`config.mk`:
```
export PLATFORM = sky130hd
export DESIGN_NAME = abd_front
export DESIGN_NICKNAME = d
export VERILOG_FILES = /design/src/design/assert_macros.svh /design/src/design/abd_pkg.sv /design/src/design/abd_front.sv
export SDC_FILE = /design/constraint.sdc
export NUM_CORES = 1
export LEC_CHECK = 0
export BUFFER_PORTS_ARGS = -buffer_cell sky130_fd_sc_hd__clkbuf_2
export CAP_MARGIN = 10
export CORE_ASPECT_RATIO = 0.75
export CORE_MARGIN = 2
export CORE_UTILIZATION = 48
export DETAILED_ROUTE_END_ITERATION = 12
export PLACE_DENSITY_LB_ADDON = 0.12
export SYNTH_ARGS = -nofsm -noshare
export SYNTH_HDL_FRONTEND = slang
export SYNTH_SLANG_ARGS = --single-unit
```
`constraint.sdc`:
```
create_clock -name clk -period 8.5 [get_ports clk]
set_clock_uncertainty 0.15 [all_clocks]
set_input_delay 1.7 -clock clk [delete_from_list [all_inputs] [get_ports clk]]
set_output_delay 1.7 -clock clk [all_outputs]
set_load 0.03 [all_outputs]
```
`src/design/assert_macros.svh`:
```
// Assertion macros shared by the anchor box decoder modules.
// Each use expects signals named clk and rst in scope.
`ifndef ASSERT_MACROS_SVH
`define ASSERT_MACROS_SVH

// Property checked at every rising edge, off while reset is high.
`define ABD_ASSERT(label, prop, msg) \
  label: assert property (@(posedge clk) disable iff (rst) prop) else $error(msg);

// Condition that must never be seen at a rising edge.
`define ABD_NEVER(label, expr, msg) \
  `ABD_ASSERT(label, !(expr), msg)

`endif

```
`src/design/abd_pkg.sv`:
```
// Shared types, constants and the exponent factor table of the anchor box decoder.
// No dependencies.
package abd_pkg;

  localparam int MAX_NET_DIM = 2048;
  localparam int NUM_LEVELS  = 3;
  localparam int QUEUE_DEPTH = 4;
  localparam int QPTR_W      = $clog2(QUEUE_DEPTH);

  localparam logic [2:0] REG_NET_WIDTH       = 3'd0;
  localparam logic [2:0] REG_NET_HEIGHT      = 3'd1;
  localparam logic [2:0] REG_SCORE_THRESHOLD = 3'd2;
  localparam logic [2:0] REG_SCALE_X         = 3'd3;
  localparam logic [2:0] REG_SCALE_Y         = 3'd4;
  localparam logic [2:0] REG_FRAME_WIDTH     = 3'd5;
  localparam logic [2:0] REG_FRAME_HEIGHT    = 3'd6;

  // 0.1 in Q0.16.
  localparam logic [12:0] CENTER_GAIN = 13'd6554;
  localparam logic [19:0] EXP_ONE     = 20'd65536;

  typedef struct packed {
    logic [11:0] net_width;
    logic [11:0] net_height;
    logic [15:0] score_threshold;
    logic [15:0] scale_x;
    logic [15:0] scale_y;
    logic [11:0] frame_width;
    logic [11:0] frame_height;
  } cfg_t;

  typedef struct packed {
    logic [15:0]        score;
    logic signed [15:0] off_cx;
    logic signed [15:0] off_cy;
    logic [15:0]        off_w;
    logic [15:0]        off_h;
    logic [1:0]         level;
    logic [8:0]         row;
    logic [8:0]         col;
    logic               size_sel;
    logic [17:0]        count;
    logic               last;
  } item_t;

  // exp(0.2 * 2^(b-12)) in Q16 for bit b of a Q4.12 offset; the sign bit holds exp(-1.6).
  function automatic logic [17:0] exp_factor(input logic [3:0] b);
    logic [17:0] f;
    case (b)
      4'd0:    f = 18'd65539;
      4'd1:    f = 18'd65542;
      4'd2:    f = 18'd65549;
      4'd3:    f = 18'd65562;
      4'd4:    f = 18'd65587;
      4'd5:    f = 18'd65638;
      4'd6:    f = 18'd65741;
      4'd7:    f = 18'd65947;
      4'd8:    f = 18'd66360;
      4'd9:    f = 18'd67195;
      4'd10:   f = 18'd68896;
      4'd11:   f = 18'd72428;
      4'd12:   f = 18'd80046;
      4'd13:   f = 18'd97768;
      4'd14:   f = 18'd145853;
      default: f = 18'd13231;
    endcase
    return f;
  endfunction

endpackage

```
`src/design/abd_front.sv`:
```
// Front end: accepts items and tags each with its prior anchor from the grid counters.
// Depends on abd_pkg.
module abd_front import abd_pkg::*; (
  input  logic               clk,
  input  logic               rst,
  input  logic               take,
  input  logic [11:0]        net_width,
  input  logic [11:0]        net_height,
  input  logic [15:0]        face_score,
  input  logic signed [15:0] offset_cx,
  input  logic signed [15:0] offset_cy,
  input  logic signed [15:0] offset_w,
  input  logic signed [15:0] offset_h,
  output item_t              item
);

  logic [1:0]  level_sel;
  logic [8:0]  grid_row;
  logic [8:0]  grid_col;
  logic        size_sel;
  logic [17:0] anchor_count;

  logic [11:0] dim_w, dim_h;
  logic [12:0] cols, rows;
  logic [2:0]  step_log;
  logic        col_end, row_end, level_end, last;

  function automatic logic [11:0] clamp_dim(input logic [11:0] d);
    if (d < 12'd8) return 12'd8;
    if (d > 12'(MAX_NET_DIM)) return 12'(MAX_NET_DIM);
    return d;
  endfunction

  always_comb begin
    dim_w     = clamp_dim(net_width);
    dim_h     = clamp_dim(net_height);
    step_log  = 3'd3 + {1'b0, level_sel};
    cols      = ({1'b0, dim_w} + (13'd1 << step_log) - 13'd1) >> step_log;
    rows      = ({1'b0, dim_h} + (13'd1 << step_log) - 13'd1) >> step_log;
    col_end   = ({4'd0, grid_col} + 13'd1) >= cols;
    row_end   = ({4'd0, grid_row} + 13'd1) >= rows;
    level_end = ({1'b0, level_sel} + 3'd1) >= 3'(NUM_LEVELS);
    last      = size_sel && col_end && row_end && level_end;

    item.score    = face_score;
    item.off_cx   = offset_cx;
    item.off_cy   = offset_cy;
    item.off_w    = offset_w;
    item.off_h    = offset_h;
    item.level    = level_sel;
    item.row      = grid_row;
    item.col      = grid_col;
    item.size_sel = size_sel;
    item.count    = anchor_count;
    item.last     = last;
  end

  // Size, then column, then row, then level; the whole grid wraps back to zero.
  always_ff @(posedge clk) begin
    if (rst) begin
      level_sel    <= '0;
      grid_row     <= '0;
      grid_col     <= '0;
      size_sel     <= 1'b0;
      anchor_count <= '0;
    end else if (take) begin
      anchor_count <= last ? 18'd0 : anchor_count + 18'd1;
      if (!size_sel) begin
        size_sel <= 1'b1;
      end else begin
        size_sel <= 1'b0;
        if (!col_end) begin
          grid_col <= grid_col + 9'd1;
        end else begin
          grid_col <= '0;
          if (!row_end) begin
            grid_row <= grid_row + 9'd1;
          end else begin
            grid_row  <= '0;
            level_sel <= level_end ? 2'd0 : level_sel + 2'd1;
          end
        end
      end
    end
  end

endmodule

```
## Yosys cells after proc, flatten, opt, wreduce, memory -nomap -nowiden

Cells that the tools add are included.

- Bits in registers: 39
- Output and inout bits: 120
- Logic and storage cells: 52

- Add/sub/neg operators: 12
- Magnitude comparators: 7
- Shift operators: 3
- Mux-type cells: 19
- Reductions and logical operators: 6

Operator list:

| cell | number |
|---|---|
| $mux W12 | 8 |
| $add A12 B13 Y13 | 2 |
| $ge A10 B13 Y1 | 2 |
| $shr A13 B3 Y13 | 2 |
| $sub A13 B1 Y13 const B | 2 |
| $gt A12 B12 Y1 const B | 2 |
| $lt A12 B4 Y1 const B | 2 |
| $add A9 B1 Y10 const B | 2 |
| $add A18 B1 Y18 const B | 1 |
| $add A9 B1 Y9 const B | 2 |
| $mux W18 | 1 |
| $mux W9 | 2 |
| $shl A1 B3 Y13 const A | 1 |
| $mux W1 | 7 |
| $reduce_and A4 Y1 | 1 |
| $add A2 B1 Y3 const B | 1 |
| $add A2 B2 Y3 const A | 1 |
| $ge A3 B2 Y1 const B | 1 |
| $logic_and A1 B1 Y1 | 3 |
| $reduce_and A3 Y1 | 1 |
| $add A2 B1 Y2 const B | 1 |
| $mux W2 | 1 |
| $reduce_and A2 Y1 | 1 |

## Depth between registers and ports, before layout

- Depth after elaboration: 13
- Depth in mapped cells: 25
- Mapped depth without buffers: 23

## Worst setup path before layout

OpenSTA, ideal clock, no wires.

- Path kind: input to output
- From: input port net_height[6]
- To: output port item[0] (netlist bit)
- Arrival: 6.092 ns
- Path slack: 0.558 ns
- Cell stages on the path: 22
- Cell sequence: or4_1 > o31a_1 > nand2_1 > ha_1 > inv_1 > ha_1 > nand4b_1 > o41ai_1 > a21oi_1 > nor2_1 > nor2_1 > xnor2_1 > mux4_2 > ha_1 > nor2b_1 > o21a_1 > o21a_1 > o21ai_0 > a221oi_1 > nor2_1 > nor3_1 > buf_4

- Word-level cells in the longest chain between the ends: 11

RTL lines:

| item | line | source |
|---|---|---|
| start, declared | abd_front.sv:8 | `input logic [11:0] net_height,` |
| $gt A12 B12 Y1 | abd_front.sv:30 | `if (d > 12'(MAX_NET_DIM)) return 12'(MAX_NET_DIM);` |
| $mux W1 (2 in series) | abd_front.sv:30 |  |
| $mux W12 | abd_front.sv:31 | `return d;` |
| $mux W12 * | abd_front.sv:30 |  |
| $add A12 B13 Y13 * | abd_front.sv:39 | `rows = ({1'b0, dim_h} + (13'd1 << step_log) - 13'd1) >> step_log;` |
| $sub A13 B1 Y13 * | abd_front.sv:39 |  |
| $shr A13 B3 Y13 * | abd_front.sv:39 |  |
| $ge A10 B13 Y1 * | abd_front.sv:41 | `row_end = ({4'd0, grid_row} + 13'd1) >= rows;` |
| $logic_and A1 B1 Y1 * (2 in series) | abd_front.sv:43 | `last = size_sel && col_end && row_end && level_end;` |
| end, declared | abd_front.sv:14 | `output item_t item` |

Mark *: on every way between the ends. The rest lies on a longest branch, timed or not. The select of a mux whose other input is x is not followed.

==> results.sh <==
export IMPL_outcome="complete, no violations"
export IMPL_timing_hold_violations_final=0
export IMPL_syn_cell_area_sq_mm=0.00466
export IMPL_global_route_peak_usage_layer="met2"
export IMPL_via_count=3967
export IMPL_detail_route_iter0_violations=138
export IMPL_critical_path_peak_fanout=4
export IMPL_multiInputGateArea_sq_mm=0.00305
export IMPL_fp_dieArea_sq_mm=0.0105
export IMPL_floorplan_die_height_um=89.3
export IMPL_grt_pass1_vias=3606
export IMPL_worst_setup_path_start_kind="primary input"
export IMPL_drive_above_1_share_pct=17.7
export IMPL_nets=766
export IMPL_critical_path_arrival_ps=6280
export IMPL_placement_io_buffers=66
export IMPL_initial_standard_cell_utilization_of_the_core_pct=48.8
export IMPL_worstHoldPathType="flip-flop to flip-flop"
export IMPL_nFillCells=1001
export IMPL_cellPowerDensity_mw_per_mm2=127
export IMPL_global_route_wire_length_before_repair_um=17400
export IMPL_layoutNonFillerInstCount=735
export IMPL_layout_cells_most_common_list="sky130_fd_sc_hd__nand2_1 (66), sky130_fd_sc_hd__clkbuf_2 (65), sky130_fd_sc_hd__ha_1 (57)"
export IMPL_numPlacedInstances=726
export IMPL_met2_usage_pct=33.7
export IMPL_flow_area_growth_from_synthesis_pct=1.91
export IMPL_max_freq_ghz=0.123
export IMPL_largest_vdd_supply_drop_mv=0.0908
export IMPL_groute_usage_overall_pct=20.4
export IMPL_drt_pre_antenna_iters=4
export IMPL_number_of_library_cell_types_mapped_by_synthesis=58
export IMPL_design_area_sq_mm=0.00475
export IMPL_htreeDepth=2
export IMPL_hpwl_um=8850
export IMPL_async_reset_ff_share_pct=0
export IMPL_avgViaCountPerCell=5.40
export IMPL_cts_root_buf="sky130_fd_sc_hd__clkbuf_16"
export IMPL_crit_required_ps=6650
export IMPL_timing_max_slew_rel_slack_pct=44.6
export IMPL_gr_usage_met1_pct=25.7
export IMPL_finalMaxSlewViolations=0
export IMPL_synth_seq_area_share_pct=16.8
export IMPL_max_slew_worst_pin_slew_ps=829
export IMPL_detail_route_wirelength_um=10900
export IMPL_antenna_cells_inserted=0
export IMPL_largest_net_degree_at_the_start_of_global_routing=23
export IMPL_cts_tree="done"
export IMPL_clk_pin_slew_ps=60
export IMPL_netlist_instances=616
export IMPL_timing_setup_critical_path_class="primary input to primary output"
export IMPL_cts_num_sinks=39
export IMPL_die_width_um=118
export IMPL_most_common_cell_after_layout_fill_and_taps_aside="sky130_fd_sc_hd__nand2_1"
export IMPL_ant_nets=0
export IMPL_drc=0
export IMPL_worst_skew_pair_late_latency_ps=280
export IMPL_clock_path_buffers=2
export IMPL_cts_bufs_inserted=5
export IMPL_overflow=0
export IMPL_ports=227
export IMPL_wl_per_cell_um=14.9
export IMPL_design_core_area_sq_mm=0.00954
export IMPL_final_setup_fails=0
export IMPL_grtUsageMet3_pct=5.36
export IMPL_period_minus_slack_ps=8130
export IMPL_period_share_pct=95.7
export IMPL_synth_seq_cells=39
export IMPL_yosysWarningCount=0
export IMPL_postCtsHoldBufs=0
export IMPL_postSynthAreaPerCell_sq_um=7.57
export IMPL_detailed_place_area_sq_mm=0.00454
export IMPL_placement_row_count=31
export IMPL_gp_routability_congestion=0.927
export IMPL_synth_flop_cell="sky130_fd_sc_hd__dfxtp_1"
export IMPL_cellLeakagePower_nw=2.25
export IMPL_max_cap_viol_count=0
export IMPL_synth_edf_count=0
export IMPL_regArea_sq_um=781
export IMPL_critical_path_endpoint_type="primary output"
export IMPL_grt_antenna_before_repair=0
## through the flow
stage	worst slack, ps	total power [W]	util, %	TNS (ps)	hold slack [ps]
finish	369	0.000604	49.8	0	373
floorplan	558	0.000413	-	0	379
global placement	195	0.000381	47.6	0	350
detailed placement	3.25	0.000385	47.6	0	371
CTS	61.5	0.000607	49.5	0	378
global route	-48.2	0.000647	49.8	-48.2	406
## layout make-up
type | count | area share [%]
clock inverters | 2 | 0.738
flip-flops and latches | 39 | 16.4
repair buffers | 73 | 8.11
inverters | 51 | 4.03
well taps | 132 | 3.48
multi-input cells | 432 | 64.3
clock buffers | 6 | 2.92
## state kept, by name (all words and copies together) (netlist names)
register / count
anchor_count: 18
grid_col: 9
grid_row: 9
level_sel: 2
size_sel: 1
## cells in the mapped netlist, types with 2 or more instances
| cell | count | area (sq um) |
|---|---|---|
| sky130_fd_sc_hd__or3_1 | 8 | 50.1 |
| sky130_fd_sc_hd__o21ai_1 | 2 | 10.0 |
| sky130_fd_sc_hd__or4_4 | 2 | 22.5 |
| sky130_fd_sc_hd__mux2_2 | 2 | 22.5 |
| sky130_fd_sc_hd__o31ai_1 | 4 | 30.0 |
| sky130_fd_sc_hd__and2_1 | 4 | 25.0 |
| sky130_fd_sc_hd__a211oi_1 | 5 | 37.5 |
| sky130_fd_sc_hd__nand2b_1 | 2 | 12.5 |
| sky130_fd_sc_hd__and3_1 | 7 | 43.8 |
| sky130_fd_sc_hd__nor3_1 | 12 | 60.1 |
| sky130_fd_sc_hd__ha_1 | 57 | 713 |
| sky130_fd_sc_hd__or2_2 | 5 | 31.3 |
| sky130_fd_sc_hd__xnor2_1 | 28 | 245 |
| sky130_fd_sc_hd__a21oi_1 | 27 | 135 |
| sky130_fd_sc_hd__dfxtp_1 | 39 | 781 |
| sky130_fd_sc_hd__a21o_1 | 8 | 60.1 |
| sky130_fd_sc_hd__nor2b_1 | 3 | 18.8 |
| sky130_fd_sc_hd__a221oi_1 | 2 | 17.5 |
| sky130_fd_sc_hd__inv_1 | 50 | 188 |
| sky130_fd_sc_hd__o22ai_1 | 4 | 25.0 |
| sky130_fd_sc_hd__clkbuf_1 | 16 | 60.1 |
| sky130_fd_sc_hd__buf_4 | 82 | 616 |
| sky130_fd_sc_hd__nand4_1 | 5 | 31.3 |
| sky130_fd_sc_hd__nand3_1 | 24 | 120 |
| sky130_fd_sc_hd__mux4_2 | 4 | 90.1 |
| sky130_fd_sc_hd__o21a_1 | 4 | 30.0 |
| sky130_fd_sc_hd__or4_1 | 3 | 22.5 |
| sky130_fd_sc_hd__a31oi_1 | 6 | 37.5 |
| sky130_fd_sc_hd__nor2_1 | 52 | 195 |
| sky130_fd_sc_hd__o21ai_0 | 23 | 115 |
| sky130_fd_sc_hd__mux2i_1 | 7 | 70.1 |
| sky130_fd_sc_hd__xor2_1 | 23 | 201 |
| sky130_fd_sc_hd__o211ai_1 | 2 | 15.0 |
| sky130_fd_sc_hd__nand2_1 | 66 | 248 |
| sky130_fd_sc_hd__a32o_1 | 5 | 50.1 |
## logic make-up (layout without fill, tap and decap cells)
logic type / after synthesis / after routing / synth area share, %
buf+inv: 150 / 132 / 18.7
compound gates: 108 / 108 / 16.1
flops: 39 / 39 / 16.8
fa+ha+maj: 57 / 57 / 15.3
mux: 13 / 13 / 3.92
simple gates: 197 / 197 / 19.6
other cells: 1 / 6 / 0.0805
xor+xnor: 51 / 51 / 9.58
## routing by layer
metal | wire [um] | part of all wire, %
met1 | 5070 | 46
met2 | 4810 | 44
met3 | 674 | 6.2
met4 | 367 | 3.4
met5 | 0 | 0
## critical path, cell delays in order
cell and delay, ps:
sky130_fd_sc_hd__clkbuf_2 90, sky130_fd_sc_hd__or4_4 540, sky130_fd_sc_hd__o31a_1 330, sky130_fd_sc_hd__nand2_1 80, sky130_fd_sc_hd__ha_1 220, sky130_fd_sc_hd__inv_1 60, sky130_fd_sc_hd__ha_1 240, sky130_fd_sc_hd__nand4b_1 150
sky130_fd_sc_hd__nor3_1 100, sky130_fd_sc_hd__or2_2 350, sky130_fd_sc_hd__a311oi_1 320, sky130_fd_sc_hd__xor2_1 170, sky130_fd_sc_hd__mux4_2 480, sky130_fd_sc_hd__ha_1 310, sky130_fd_sc_hd__o21a_1 120, sky130_fd_sc_hd__o21a_1 100
sky130_fd_sc_hd__o21ai_0 70, sky130_fd_sc_hd__a221oi_1 240, sky130_fd_sc_hd__nor2_1 110, sky130_fd_sc_hd__nor3_2 260, sky130_fd_sc_hd__buf_4 210
## power breakdown
part | switching (W) | leakage (nW) | total, W | internal (W)
registers | 0.00000236 | 0.315 | 0.000187 | 0.000185
clock network | 0.0000727 | 0.0868 | 0.000219 | 0.000146
logic | 0.000111 | 1.85 | 0.000199 | 0.0000874
## final timing paths
kind	start	end	slack (ps)	depth (start not counted)
max	net_height[6]	item[0]	370	21
min	anchor_count[0]	anchor_count[0]	370	2
max reg2reg	level_sel[1]	grid_row[6]	2450	21
min reg2reg	anchor_count[0]	anchor_count[0]	370	2
## timing repair
action	4_1_cts	5_1_grt
gates resized for setup	1	9
setup endpoints to repair	1	1
pin swaps	0	4
buffers inserted	0	1
cloned	0	0
(Power assumes the default switching activity.)
