`config.mk`:
```
export PLATFORM = sky130hd
export DESIGN_NAME = abd_queue
export DESIGN_NICKNAME = d
export VERILOG_FILES = /design/src/design/abd_pkg.sv /design/src/design/abd_queue.sv
export VERILOG_INCLUDE_DIRS = /design/src /design/src/design
export SDC_FILE = /design/constraint.sdc
export NUM_CORES = 1
export LEC_CHECK = 0
export BUFFER_PORTS_ARGS = -buffer_cell sky130_fd_sc_hd__buf_2
export CORE_UTILIZATION = 40
export DETAILED_ROUTE_END_ITERATION = 16
export MAX_ROUTING_LAYER = met4
export PLACE_DENSITY = 0.59
export REMOVE_ABC_BUFFERS = 1
export SLEW_MARGIN = 0
export SYNTH_ARGS = -nofsm -noshare
export SYNTH_HDL_FRONTEND = slang
export SYNTH_SLANG_ARGS = --single-unit
```
`constraint.sdc`:
```
create_clock -name clk -period 6.9 [get_ports clk]
set_input_delay 0.345 -clock clk [delete_from_list [all_inputs] [get_ports clk]]
set_output_delay 0.345 -clock clk [all_outputs]
set_load 0.01 [all_outputs]
```
`src/design/assert_macros.svh`:
```
// Assertion macros shared by the anchor box decoder modules.
// Each use expects signals named clk and rst in scope.
`ifndef ASSERT_MACROS_SVH
`define ASSERT_MACROS_SVH

// Property checked at every rising edge, off while reset is high.
`define ABD_ASSERT(label, prop, msg) \
  label: assert property (@(posedge clk) disable iff (rst) prop) else $error(msg);

// Condition that must never be seen at a rising edge.
`define ABD_NEVER(label, expr, msg) \
  `ABD_ASSERT(label, !(expr), msg)

`endif

```
`src/design/abd_pkg.sv`:
```
// Shared types, constants and the exponent factor table of the anchor box decoder.
// No dependencies.
package abd_pkg;

  localparam int MAX_NET_DIM = 2048;
  localparam int NUM_LEVELS  = 3;
  localparam int QUEUE_DEPTH = 4;
  localparam int QPTR_W      = $clog2(QUEUE_DEPTH);

  localparam logic [2:0] REG_NET_WIDTH       = 3'd0;
  localparam logic [2:0] REG_NET_HEIGHT      = 3'd1;
  localparam logic [2:0] REG_SCORE_THRESHOLD = 3'd2;
  localparam logic [2:0] REG_SCALE_X         = 3'd3;
  localparam logic [2:0] REG_SCALE_Y         = 3'd4;
  localparam logic [2:0] REG_FRAME_WIDTH     = 3'd5;
  localparam logic [2:0] REG_FRAME_HEIGHT    = 3'd6;

  // 0.1 in Q0.16.
  localparam logic [12:0] CENTER_GAIN = 13'd6554;
  localparam logic [19:0] EXP_ONE     = 20'd65536;

  typedef struct packed {
    logic [11:0] net_width;
    logic [11:0] net_height;
    logic [15:0] score_threshold;
    logic [15:0] scale_x;
    logic [15:0] scale_y;
    logic [11:0] frame_width;
    logic [11:0] frame_height;
  } cfg_t;

  typedef struct packed {
    logic [15:0]        score;
    logic signed [15:0] off_cx;
    logic signed [15:0] off_cy;
    logic [15:0]        off_w;
    logic [15:0]        off_h;
    logic [1:0]         level;
    logic [8:0]         row;
    logic [8:0]         col;
    logic               size_sel;
    logic [17:0]        count;
    logic               last;
  } item_t;

  // exp(0.2 * 2^(b-12)) in Q16 for bit b of a Q4.12 offset; the sign bit holds exp(-1.6).
  function automatic logic [17:0] exp_factor(input logic [3:0] b);
    logic [17:0] f;
    case (b)
      4'd0:    f = 18'd65539;
      4'd1:    f = 18'd65542;
      4'd2:    f = 18'd65549;
      4'd3:    f = 18'd65562;
      4'd4:    f = 18'd65587;
      4'd5:    f = 18'd65638;
      4'd6:    f = 18'd65741;
      4'd7:    f = 18'd65947;
      4'd8:    f = 18'd66360;
      4'd9:    f = 18'd67195;
      4'd10:   f = 18'd68896;
      4'd11:   f = 18'd72428;
      4'd12:   f = 18'd80046;
      4'd13:   f = 18'd97768;
      4'd14:   f = 18'd145853;
      default: f = 18'd13231;
    endcase
    return f;
  endfunction

endpackage

```
`src/design/abd_queue.sv`:
```
// Short queue of tagged items between the front end and the decoder.
// Depends on abd_pkg and assert_macros.svh.
`include "assert_macros.svh"
module abd_queue import abd_pkg::*; (
  input  logic  clk,
  input  logic  rst,
  input  logic  push,
  input  item_t push_item,
  input  logic  pop,
  output item_t head,
  output logic  full,
  output logic  empty
);

  item_t              entries [QUEUE_DEPTH];
  logic [QPTR_W-1:0]  wr_ptr, rd_ptr;
  logic [QPTR_W:0]    count;

  assign full  = count == (QPTR_W+1)'(QUEUE_DEPTH);
  assign empty = count == '0;
  assign head  = entries[rd_ptr];

  always_ff @(posedge clk) begin
    if (push) begin
      entries[wr_ptr] <= push_item;
    end
  end

  always_ff @(posedge clk) begin
    if (rst) begin
      wr_ptr <= '0;
      rd_ptr <= '0;
      count  <= '0;
    end else begin
      if (push) wr_ptr <= wr_ptr + 1'b1;
      if (pop)  rd_ptr <= rd_ptr + 1'b1;
      if (push && !pop)      count <= count + 1'b1;
      else if (pop && !push) count <= count - 1'b1;
    end
  end

  `ABD_NEVER(a_push_full, push && full, "item written into a full queue")
  `ABD_NEVER(a_pop_empty, pop && empty, "item taken from an empty queue")
  `ABD_NEVER(a_count_range, count > (QPTR_W+1)'(QUEUE_DEPTH), "queue count out of range")
  `ABD_ASSERT(a_count_up, (push && !pop) |=> count == $past(count) + 1'b1, "count missed a write")

endmodule

```
## Word level (Yosys, flattened, before mapping)

Memory sizes are Yosys's and may differ from the RTL's. A register that Yosys moved wholly into a read port is not among the register bits.
Index checks and enable logic that the tools add are counted.

| cells by class | value |
|---|---|
| add/subtract/negate cells | 4 |
| multipliers | 0 |
| divide/modulo/power cells | 0 |
| order comparisons | 0 |
| equal/unequal tests | 1 |
| shift operators | 0 |
| muxes and demuxes | 6 |
| bitwise logic cells | 0 |
| reduce and logical (&&, ||, !) cells | 6 |

Operator list:

| operator | count |
|---|---|
| $mux 3 | 2 |
| $add 2x1->2 const B | 2 |
| $mux 2 | 2 |
| $add 3x1->3 const B | 1 |
| $eq 3x3->1 const B | 1 |
| $logic_not 3->1 | 1 |
| $sub 3x1->3 const B | 1 |
| $logic_and 1x1->1 | 2 |
| $logic_not 1->1 | 2 |
| $mux 1 | 2 |
| $reduce_bool 2->1 | 1 |

| storage, ports and cells | value |
|---|---|
| register bits after elaboration | 7 |
| bits in latches | 0 |
| memory bits (writable) | 480 |
| bits in read-only memories | 0 |
| output and inout port bits | 122 |
| memories kept | 1 |

Memory list:

| memory | depth | bits a word | rd ports | clocked after memory_dff | write ports | line | RTL |
|---|---|---|---|---|---|---|---|
| entries | 4 | 120 | 1 | 1 | 1 | abd_queue.sv:15 | `item_t entries [QUEUE_DEPTH];` |

## Depth between registers and ports, before layout

Gate-level depths: netlist of the first run.

| depth | value |
|---|---|
| word-level depth | 4 |
| depth in mapped cells | 7 |
| depth with buffers taken out | 7 |

## Worst setup path before layout of the first run

No wires, ideal clock.

| timing path | value |
|---|---|
| path type | register -> register |
| start | reg wr_ptr[0] |
| end | mem entries[0][0] (netlist bit), enable pin |
| library setup time | 493 ps |
| data arrival time | 3301 ps |
| setup slack | 3106 ps |
| cell stages (with the launch flop) | 4 |
| path buffers | 0 |
| cell sequence | dfxtp_1 -> inv_1 -> ha_1 -> and2_1 |

RTL lines:

| item | line | RTL |
|---|---|---|
| start: declaration | abd_queue.sv:16 | `logic [QPTR_W-1:0] wr_ptr, rd_ptr;` |
| start signal: assignment | abd_queue.sv:35 | `if (push) wr_ptr <= wr_ptr + 1'b1;` |
| end: declaration | abd_queue.sv:15 |  |

Straight into the memory's write port.

==> results, run 1 <==
- Summed over all layers, the global routing overflow is 0.
- The clock drives a little under 500 sinks.
- The reg2reg setup slack is 4800 ps.
- The most used flip-flop cell after synthesis is edfxtp_1.
- The H-tree generated during clock tree synthesis spans 2 levels.
- The average cell area after synthesis is 26.47 um^2.
- The first-pass detailed-route iteration total is 6.
- The synthesized netlist occupies a cell area of 17,740 um^2.
- The startpoint identified for the worst hold timing path is rst.
- Entering global routing, the biggest net connects 53 pins.
- The final max-slew violation count is 0.
- The worst hold path belongs to the class input port to register.
- In the synthesized netlist, the number of instances is 670.
- The overall fraction of global-route tracks in use is 15.99%.
- The routed layout has 8,317 vias.
- The number of different library cells in the post-synthesis netlist is 21.
- The final routed wire length divided by cell count is a little over 20 um.
- Buffers inserted during clock tree synthesis total 51.
- STA classifies the critical path endpoint as an output port.
- With fillers left out, the area of the finished cells amounts to between 20,000 and 25,000 um^2.
- Summing the sequential cell areas from Yosys gives 82.28% of the chip area.
- Counting instances, the worst hold path has a depth of 2.
- The initial antenna violation count was 1.
- Setup violations remaining at the end of the flow were counted as 0.
- The number of top-level design ports is 246.
- The run finished with clean final reports.
- The post-synthesis cell type with the largest combined area is edfxtp_1.
- The total leakage power is 7.557 nW.
- The count of nets left with antenna violations once routing finished came out at 0.
- Sorting the synthesized cells by area gives the leading types as edfxtp_1 81%, mux4_2 15%, dfxtp_1 1.0%, buf_6 0.63%, ha_1 0.35%.
- At the worst endpoint, the arrival time is ~3100 ps.
- The relative slew slack is about two fifths.
- The number of enable flip-flop cells after synthesis is between 400 and 500.
- Input and output buffers added on the ports amount to around 250.
- The final number of hold-violating endpoints is 0.
- Measured on the finished design, the core utilization comes to 51.56%.
- After detailed placement, the total cell area comes to 19,610 um^2.
- The floorplan step defined a die boundary enclosing between 40,000 and 50,000 um^2.
- The clock skew after layout is 14.14 ps.
- The startpoint identified for the worst register-to-register timing path is wr_ptr[0].
- Setup repair after global routing left no endpoint under its margin.
- Measured along the y axis, the die boundary spans 212.6 um.
- The die extent in x is between 200 and 250 um.
- TritonCTS built the clock tree.
- In this run the clock root is driven by a clkbuf_16.
- The share of synthesized area in the top cell type comes to 81.26%.
- The number of nets in the layout is 1,203.
- Of all flip-flops after synthesis, the portion carrying an async set or reset was 0%.
- Along the worst path, the maximum fanout reaches 44.
- The sum of negative setup slack is 0 ps.
- For this run, the number of Yosys warnings is 0.
- met2 is the most crowded layer.
- The via count of the first global-routing pass is 9,031.
- For the pin with the worst max-slew slack, the measured transition is 897.2 ps.
- The last weighted congestion value of the routability-driven placer is between 0.7 and 0.8.
- For this configuration, the core starts out at a cell density of 40.90%.
- The source-to-sink clock delay at the later pin of the worst-skew pair is 570 ps.
- The shortest period the worst path allows is around 3500 ps.
- The number of max-cap violations is 0.
- In the final layout, the share of cells above drive strength 1 is 40.29%.
- The power density over the cells is slightly below 300 nW/um^2.
- Clock-pin slew was measured on the worst setup and hold paths at roughly 60 ps.
- The largest vdd supply drop is around 190 uV.
- Global routing consumed, on the met3 layer, around 4.8% of the routing resources.
- The global-route wire length before repair is 52.19 mm.
- The floorplan has 76 rows.
- The critical register-to-register path endpoint is entries[0][81].
- The type of the setup path with the least slack is register to output port.
- The worst setup path is launched from a register.
- Gates resized during post-CTS repair numbered 0.
- The most instantiated library cell after synthesis is edfxtp_1.
- For the worst flop-to-flop path, the logic depth is 4.
- Based on the critical path, the design can be clocked at up to between 200 and 300 MHz.
- The commonest cells after synthesis are 480 x edfxtp_1, 120 x mux4_2, 12 x buf_2.
- The area of the placeable core is 43,360 um^2.
- In the routed design, unresolved DRC markers number 0.
- The total power draw is between 6 and 7 mW.
- For this block, the initial DRC count from the detailed router was 470.
- The area growth from synthesis to layout is 26.04%.
- The final routed wirelength across all metal layers is 34.29 mm.
- The maximum buffer depth of the clock tree is 3.
- The post-route fraction of the period consumed by the critical path is 50.17%.
- The required time of the critical path is 6550 ps.
- Global routing used 25.15% of the available met2 tracks.
- Global routing used 20.38% of the available met1 tracks.
- The number of register bits inferred by synthesis is 489.
- The estimated wirelength of the detail-placed design is 19.52 mm.
- The average vias per placed instance is between 4 and 5.
-- power breakdown --
group          total (mW)  switching [mW]  internal [mW]
clock                2.54            1.04           1.49
combinational       0.645           0.329          0.316
sequential           3.47          0.0504           3.41
total                6.65            1.42           5.23
-- area by class of cell --
class | count | area [um^2]
fill | 3521 | 21010
sequential | 489 | 14600
multi-input combinational | 150 | 2943
timing repair buffer | 377 | 2517
clock buffer | 61 | 1356
tap | 585 | 732.0
clock inverter | 26 | 188.9
inverter | 4 | 15.01
antenna | 1 | 2.502
-- sequential cells by signal (all words and copies together) (netlist names), named ones only --
| name | count |
|---|---|
| count | 3 |
| entries | 480 |
| wr_ptr | 2 |
| rd_ptr | 2 |
-- timing repair --
item,CTS,global route
hold buffers,120,0
setup buffers,0,0
endpoints found under the hold margin,480,0
-- how the worst max path moves through the flow --
stage	startpoint	to	slack (ps)	cells past startpoint
final	register	head[18]	3440	3
after detailed placement	register	head[18]	3860	3
after floorplan	register	head[0]	900	1
after CTS	register	head[18]	3210	3
after global placement	register	head[18]	3860	3
after global routing	register	head[68]	3090	3
-- cell usage in the layout, fill, tap and decap left out, drive strengths merged --
cell type | Yosys | final
clkinv | 0 | 22
inv | 4 | 5
dlygate4sd3 | 0 | 120
diode | 0 | 1
and2 | 4 | 4
bufinv | 0 | 3
ha | 5 | 5
clkbuf | 4 | 61
nor3b | 1 | 1
a21oi | 1 | 1
buf | 23 | 257
nor3 | 1 | 1
nor2 | 7 | 7
or3 | 1 | 1
fa | 1 | 1
mux2i | 2 | 2
xnor2 | 2 | 2
nand2 | 1 | 1
edfxtp | 480 | 480
xor2 | 3 | 3
mux4 | 120 | 120
dfxtp | 9 | 9
o21ai | 1 | 1
-- layer usage --
metal	vias up	wire [um]	part of all wire (%)
met2	202	17000	50
met3	40	2270	6.6
met4	0	513	1.5
met1	4374	14510	42
li1	3701	-	-
met5	-	0	0
-- critical path, cell delays in order, from the launching register on --
cell and delay [ps]:
dfxtp_4 900, buf_4 840, mux4_2 610, buf_2 160
-- cells by family (layout without fill, tap and decap cells) --
| kind of cell | after synthesis | after routing | synth area share [%] |
|---|---|---|---|
| xor gates and xnor gates | 5 | 5 | 0.2469 |
| DFF | 489 | 489 | 82.28 |
| and+or+nand+nor | 15 | 15 | 0.4162 |
| buffers and inverters | 31 | 468 | 1.185 |
| adders and majority gates | 6 | 6 | 0.4656 |
| AOI/OAI and AO/OA | 2 | 2 | 0.05638 |
| muxes | 122 | 122 | 15.35 |
| other | 0 | 1 | 0 |
-- metrics by stage --
step                hold slack, ps  instances  setup WS (ps)
finish                       69.62       1693           3438
global route                 59.39       1693           3086
CTS                          17.87       1692           3213
detailed placement           501.5       1485           3857
global placement             484.7       1485           3862
floorplan                    414.1        643          899.2
(Power assumes the default switching activity.)
==> run 2, diff against run 1 <==
--- a/config.mk
+++ b/config.mk
@@ -6,6 +6,7 @@
 export SDC_FILE = /design/constraint.sdc
 export NUM_CORES = 1
 export LEC_CHECK = 0
+export ABC_AREA = 1
 export BUFFER_PORTS_ARGS = -buffer_cell sky130_fd_sc_hd__buf_2
 export CORE_UTILIZATION = 40
 export DETAILED_ROUTE_END_ITERATION = 16
==> constraint.sdc (replaced) <==
create_clock -name clk -period 3.6 [get_ports clk]
set_input_delay 0.18 -clock clk [delete_from_list [all_inputs] [get_ports clk]]
set_output_delay 0.18 -clock clk [all_outputs]
set_load 0.01 [all_outputs]
==> results, run 2 <==
- The run finished with clean final reports.
- The register with the most flip-flops in the layout has 480 of them.
- The clock input transition at the sequential cells of the worst setup and hold paths is 60 ps.
- Of the total power, the share spent switching nets is 22.59%.
- The floorplan step defined a core boundary enclosing 45,380 um^2.
- The portion of netlist area occupied by mux cells is 0%.
- The floorplan step defined a die boundary enclosing 46,850 um^2.
- In this run the worst path has a maximum fanout of ~120.
- Setup repair after global routing left no endpoint under its margin.
- The number of nets in the layout is roughly 1,700.
- The largest registers in the layout are entries x480, count x3.
- The arithmetic-cell share of the synthesized area counting full adders, half adders and majority gates is 0.4489%.
- The die is 216.5 um tall.
- The net switching power is 2.918 mW.
- In this run the cell area of the synthesized design comes to ~18,000 um^2.
- The utilization after layout is 50.71%.
- STA classifies the critical path startpoint as a register.
- Buffers placed on the I/O ports in this run total 245.
- The clock sink count is 489.
- For the worst setup path, the data required time is 3420 ps.
- In this run the post-CTS setup repair buffer count came out at 0.
- The min-delay analysis places its worst path in the category input port to register.
- The synthesized netlist devotes 11.51% of its cell area to compound gates.
- The average vias per placed instance is 5.038.
- The overall fraction of global-route tracks in use is 18.11%.
- Summed over all nets, the half-perimeter wirelength after detailed placement is 22.30 mm.
- For hold timing, the worst endpoint is count[0].
- The overall overflow remaining after global route is 0.
- The starting density of the core is 40.54%.
- The maximum buffer depth of the clock tree is 3.
- The most used routing layer is met2.
- The register containing the most flip-flops in the final layout is entries.
- The number of antenna-violating nets in the routed design is 0.
- The via count is 11,200.
- The first-pass detailed-route iteration total is 5.
- The clock skew after layout is around 19 ps.
- The clock reaches the later pin of the worst-skew pair after between 500 and 600 ps.
- For the pin with the worst max-slew slack, the measured transition is 916.9 ps.
- The maximum cell stage delay along the critical path is 490 ps.
- The portion of total power attributed to the clock network is between 30% and 40%.
- The critical path in this run is classified as register to output port.
- The final non-filler cell area is 23,010 um^2.
- The number of core rows is 78.
- The fraction of registers with async set or reset after synthesis is 0%.
- The final routed wirelength across all metal layers is 41.14 mm.
- The post-synthesis cell type with the largest combined area is edfxtp_1.
- The startpoint identified for the worst register-to-register timing path is wr_ptr[0].
- The final max-slew violation count came to 0.
- The total leakage power is 8.059 nW.
- The cell at the slowest stage of the critical path is inv_8.
- The count of final setup violators is 0.
- The clock root buffer master is clkbuf_16.
- After synthesis, the netlist uses 23 different library cells.
- The setup check on the worst reg-to-reg path leaves a slack of 1590 ps.
- The top cell types in the final layout, fill and taps aside, are 480 x edfxtp_1, 245 x buf_2, 226 x nor2_1, 165 x o21ai_0, 123 x dlygate4sd3_1.
- Of the total power, registers draw 50.8%.
- Of the total synthesized cell area, the portion taken by XOR and XNOR cells is 0.04761%.
- The signal on the critical path passes through inv_8, buf_12, nor2_1, o22ai_1, buf_2.
- The simple logic cell fraction of the synthesized area is 5.591%.
- The largest vdd supply drop is approximately 420 uV.
- For this block, the initial DRC count from the detailed router was 708.
- The final routed wire length divided by cell count is 18.50 um.
- Leaving out fill and tap cells, the most frequent cell in the layout is edfxtp_1.
- Cell internal power was estimated by the tool at ~10 mW.
- Global routing consumed, on the met1 layer, 23.75% of the routing resources.
- The maximum number of pins on one net before global-route repair is roughly 160.
- The initial antenna violation count was 3.
- Once placement finished, the instance area stood at 20,160 um^2.
- Measured along the x axis, the die boundary spans about 220 um.
- The portion of the post-synthesis area used by sequential elements is 79.33%.
- The completed layout was analyzed and its total power is 12.92 mW.
- The clock period could shrink to 2559 ps.
- The first global-routing pass estimated 63.81 mm of wire.
- Buffers inserted to repair hold after CTS numbered 123.
- In the post-synthesis netlist, the cell with the most instances is edfxtp_1.
- The tool flagged a number of max-cap violations equal to 0.
- The final number of hold-violating endpoints is 0.
- The worst hold path begins at rst.
- The number of DRC violations after detailed routing is 0.
- The met3 track demand over resource is 3.972%.
- The signed area change from the synthesized netlist to the final layout is 25.10%.
- TritonCTS built the clock tree.
- The hold-critical path depth is 3.
- Ranked by total cell area, the synthesized netlist is headed by edfxtp_1 78%, nor2_1 4.6%, o21ai_0 4.5%, o22ai_1 3.4%, o21ai_1 2.2%.
- The post-route fraction of the period consumed by the critical path is 71.08%.
- The post-route netlist has 23.83% of its cells at a drive strength greater than 1.
- The number of warnings printed during yosys synthesis is 0.
- The upper clock frequency limit is 390.8 MHz.
- The power density over the cells is between 500 and 600 nW/um^2.
- The number of register bits inferred by synthesis is a little under 500.
- The combinational group share of total power is 9.8%.
- TritonCTS created 51 clock buffers.
- The critical register-to-register path endpoint is entries[0][58].
- The relative slew slack is 38.88%.
- The count of cells along the worst register-to-register path is 5.
- The number of top-level design ports is 246.
- The number of enable flip-flop cells after synthesis is 480.
- The count of H-tree levels built during CTS is 2.
- The synthesized instance count is 1,218.
- The fraction of synthesized cell area taken by the top area cell type is 78.35%.
- In the synthesized netlist, the cells that appear most often are 480 x edfxtp_1, 226 x nor2_1, 165 x o21ai_0.
- The element type at the critical path end is an output port.
- In this run the mean area of a mapped cell was 15.10 um^2.
- The met2 track utilization from global routing is 28.66%.
- The last weighted congestion value of the routability-driven placer is 0.7418.
- Summed over all failing endpoints, the final setup total negative slack is 0 ps.
- The via count of the first global-routing pass is 11,280.
- Once the clock tree was built, the resizer swapped 0 gates to a different size.
- By area, the combinational part of the netlist is dominated by compound AO/OA/AOI/OAI gates.
- At the worst endpoint, the arrival time is roughly 2400 ps.
- The dominant register cell in the synthesized netlist is edfxtp_1.
## run 2: cell count changes after synthesis, sizes merged, moves of 19 or more
cell,delta
buf,+19
clkbuf,+32
mux4,-120
nor2,+239
o21ai,+244
o22ai,+120
## run 2: layer usage
layer | vias up | routed length (um)
li1 | 5356 | -
met1 | 5502 | 18510
met2 | 287 | 19580
met3 | 55 | 2262
met4 | 0 | 776
met5 | - | 0
## run 2: worst max path at each step
stage                     startpoint              end  slack [ps]  cells after the start
after floorplan             register          head[0]       -3170                      3
after global placement     wr_ptr[0]    entries[0][8]        1560                      5
after detailed placement   wr_ptr[0]  entries[0][111]        1560                      5
after CTS                   register         head[91]         920                      5
after global routing        register         head[74]         840                      5
final                       register         head[74]        1040                      5
## run 2: worst max-delay path: cells and delay by family (launching register included)
kind / cells / cell delay (ps)
DFF: 1 / 370
and+or+nand+nor: 1 / 70
buffers and inverters: 3 / 1050
AOI/OAI and AO/OA: 1 / 270
## run 2: kinds of logic after synthesis
group | Yosys count
flops | 489
compound gates | 368
simple gates | 259
buf+inv | 95
fa+ha+maj | 6
xor+xnor | 1
## run 2: layout make-up
cell class	count	area [um^2]
Antenna cell	3	7.507
Clock buffer	61	1314
Clock inverter	31	300.3
Fill cell	3874	22370
Inverter	17	82.58
Multi-Input combinational cell	634	3237
Sequential cell	489	14600
Tap cell	600	750.7
Timing Repair Buffer	388	2720
## run 2: power groups by stage
stage | Combinational (mW) | Clock (mW) | Sequential [mW]
after floorplan | 0.571 | 0 | 6.74
after global placement | 1.16 | 0 | 6.68
after detailed placement | 1.18 | 0 | 6.68
after CTS | 1.29 | 5.21 | 6.56
after global routing | 1.40 | 5.42 | 6.58
final | 1.27 | 5.08 | 6.56
## run 2: through the flow
| step | hold WS [ps] | worst slack (ps) | instances |
|---|---|---|---|
| 4_1_cts | 260.9 | 919.2 | 2220 |
| 3_5_place_dp | 358.4 | 1556 | 2005 |
| 3_3_place_gp | 351.3 | 1557 | 2005 |
| 6_report | 313.0 | 1041 | 2223 |
| 5_1_grt | 271.0 | 837.4 | 2223 |
| 2_1_floorplan | 252.4 | -3173 | 1140 |
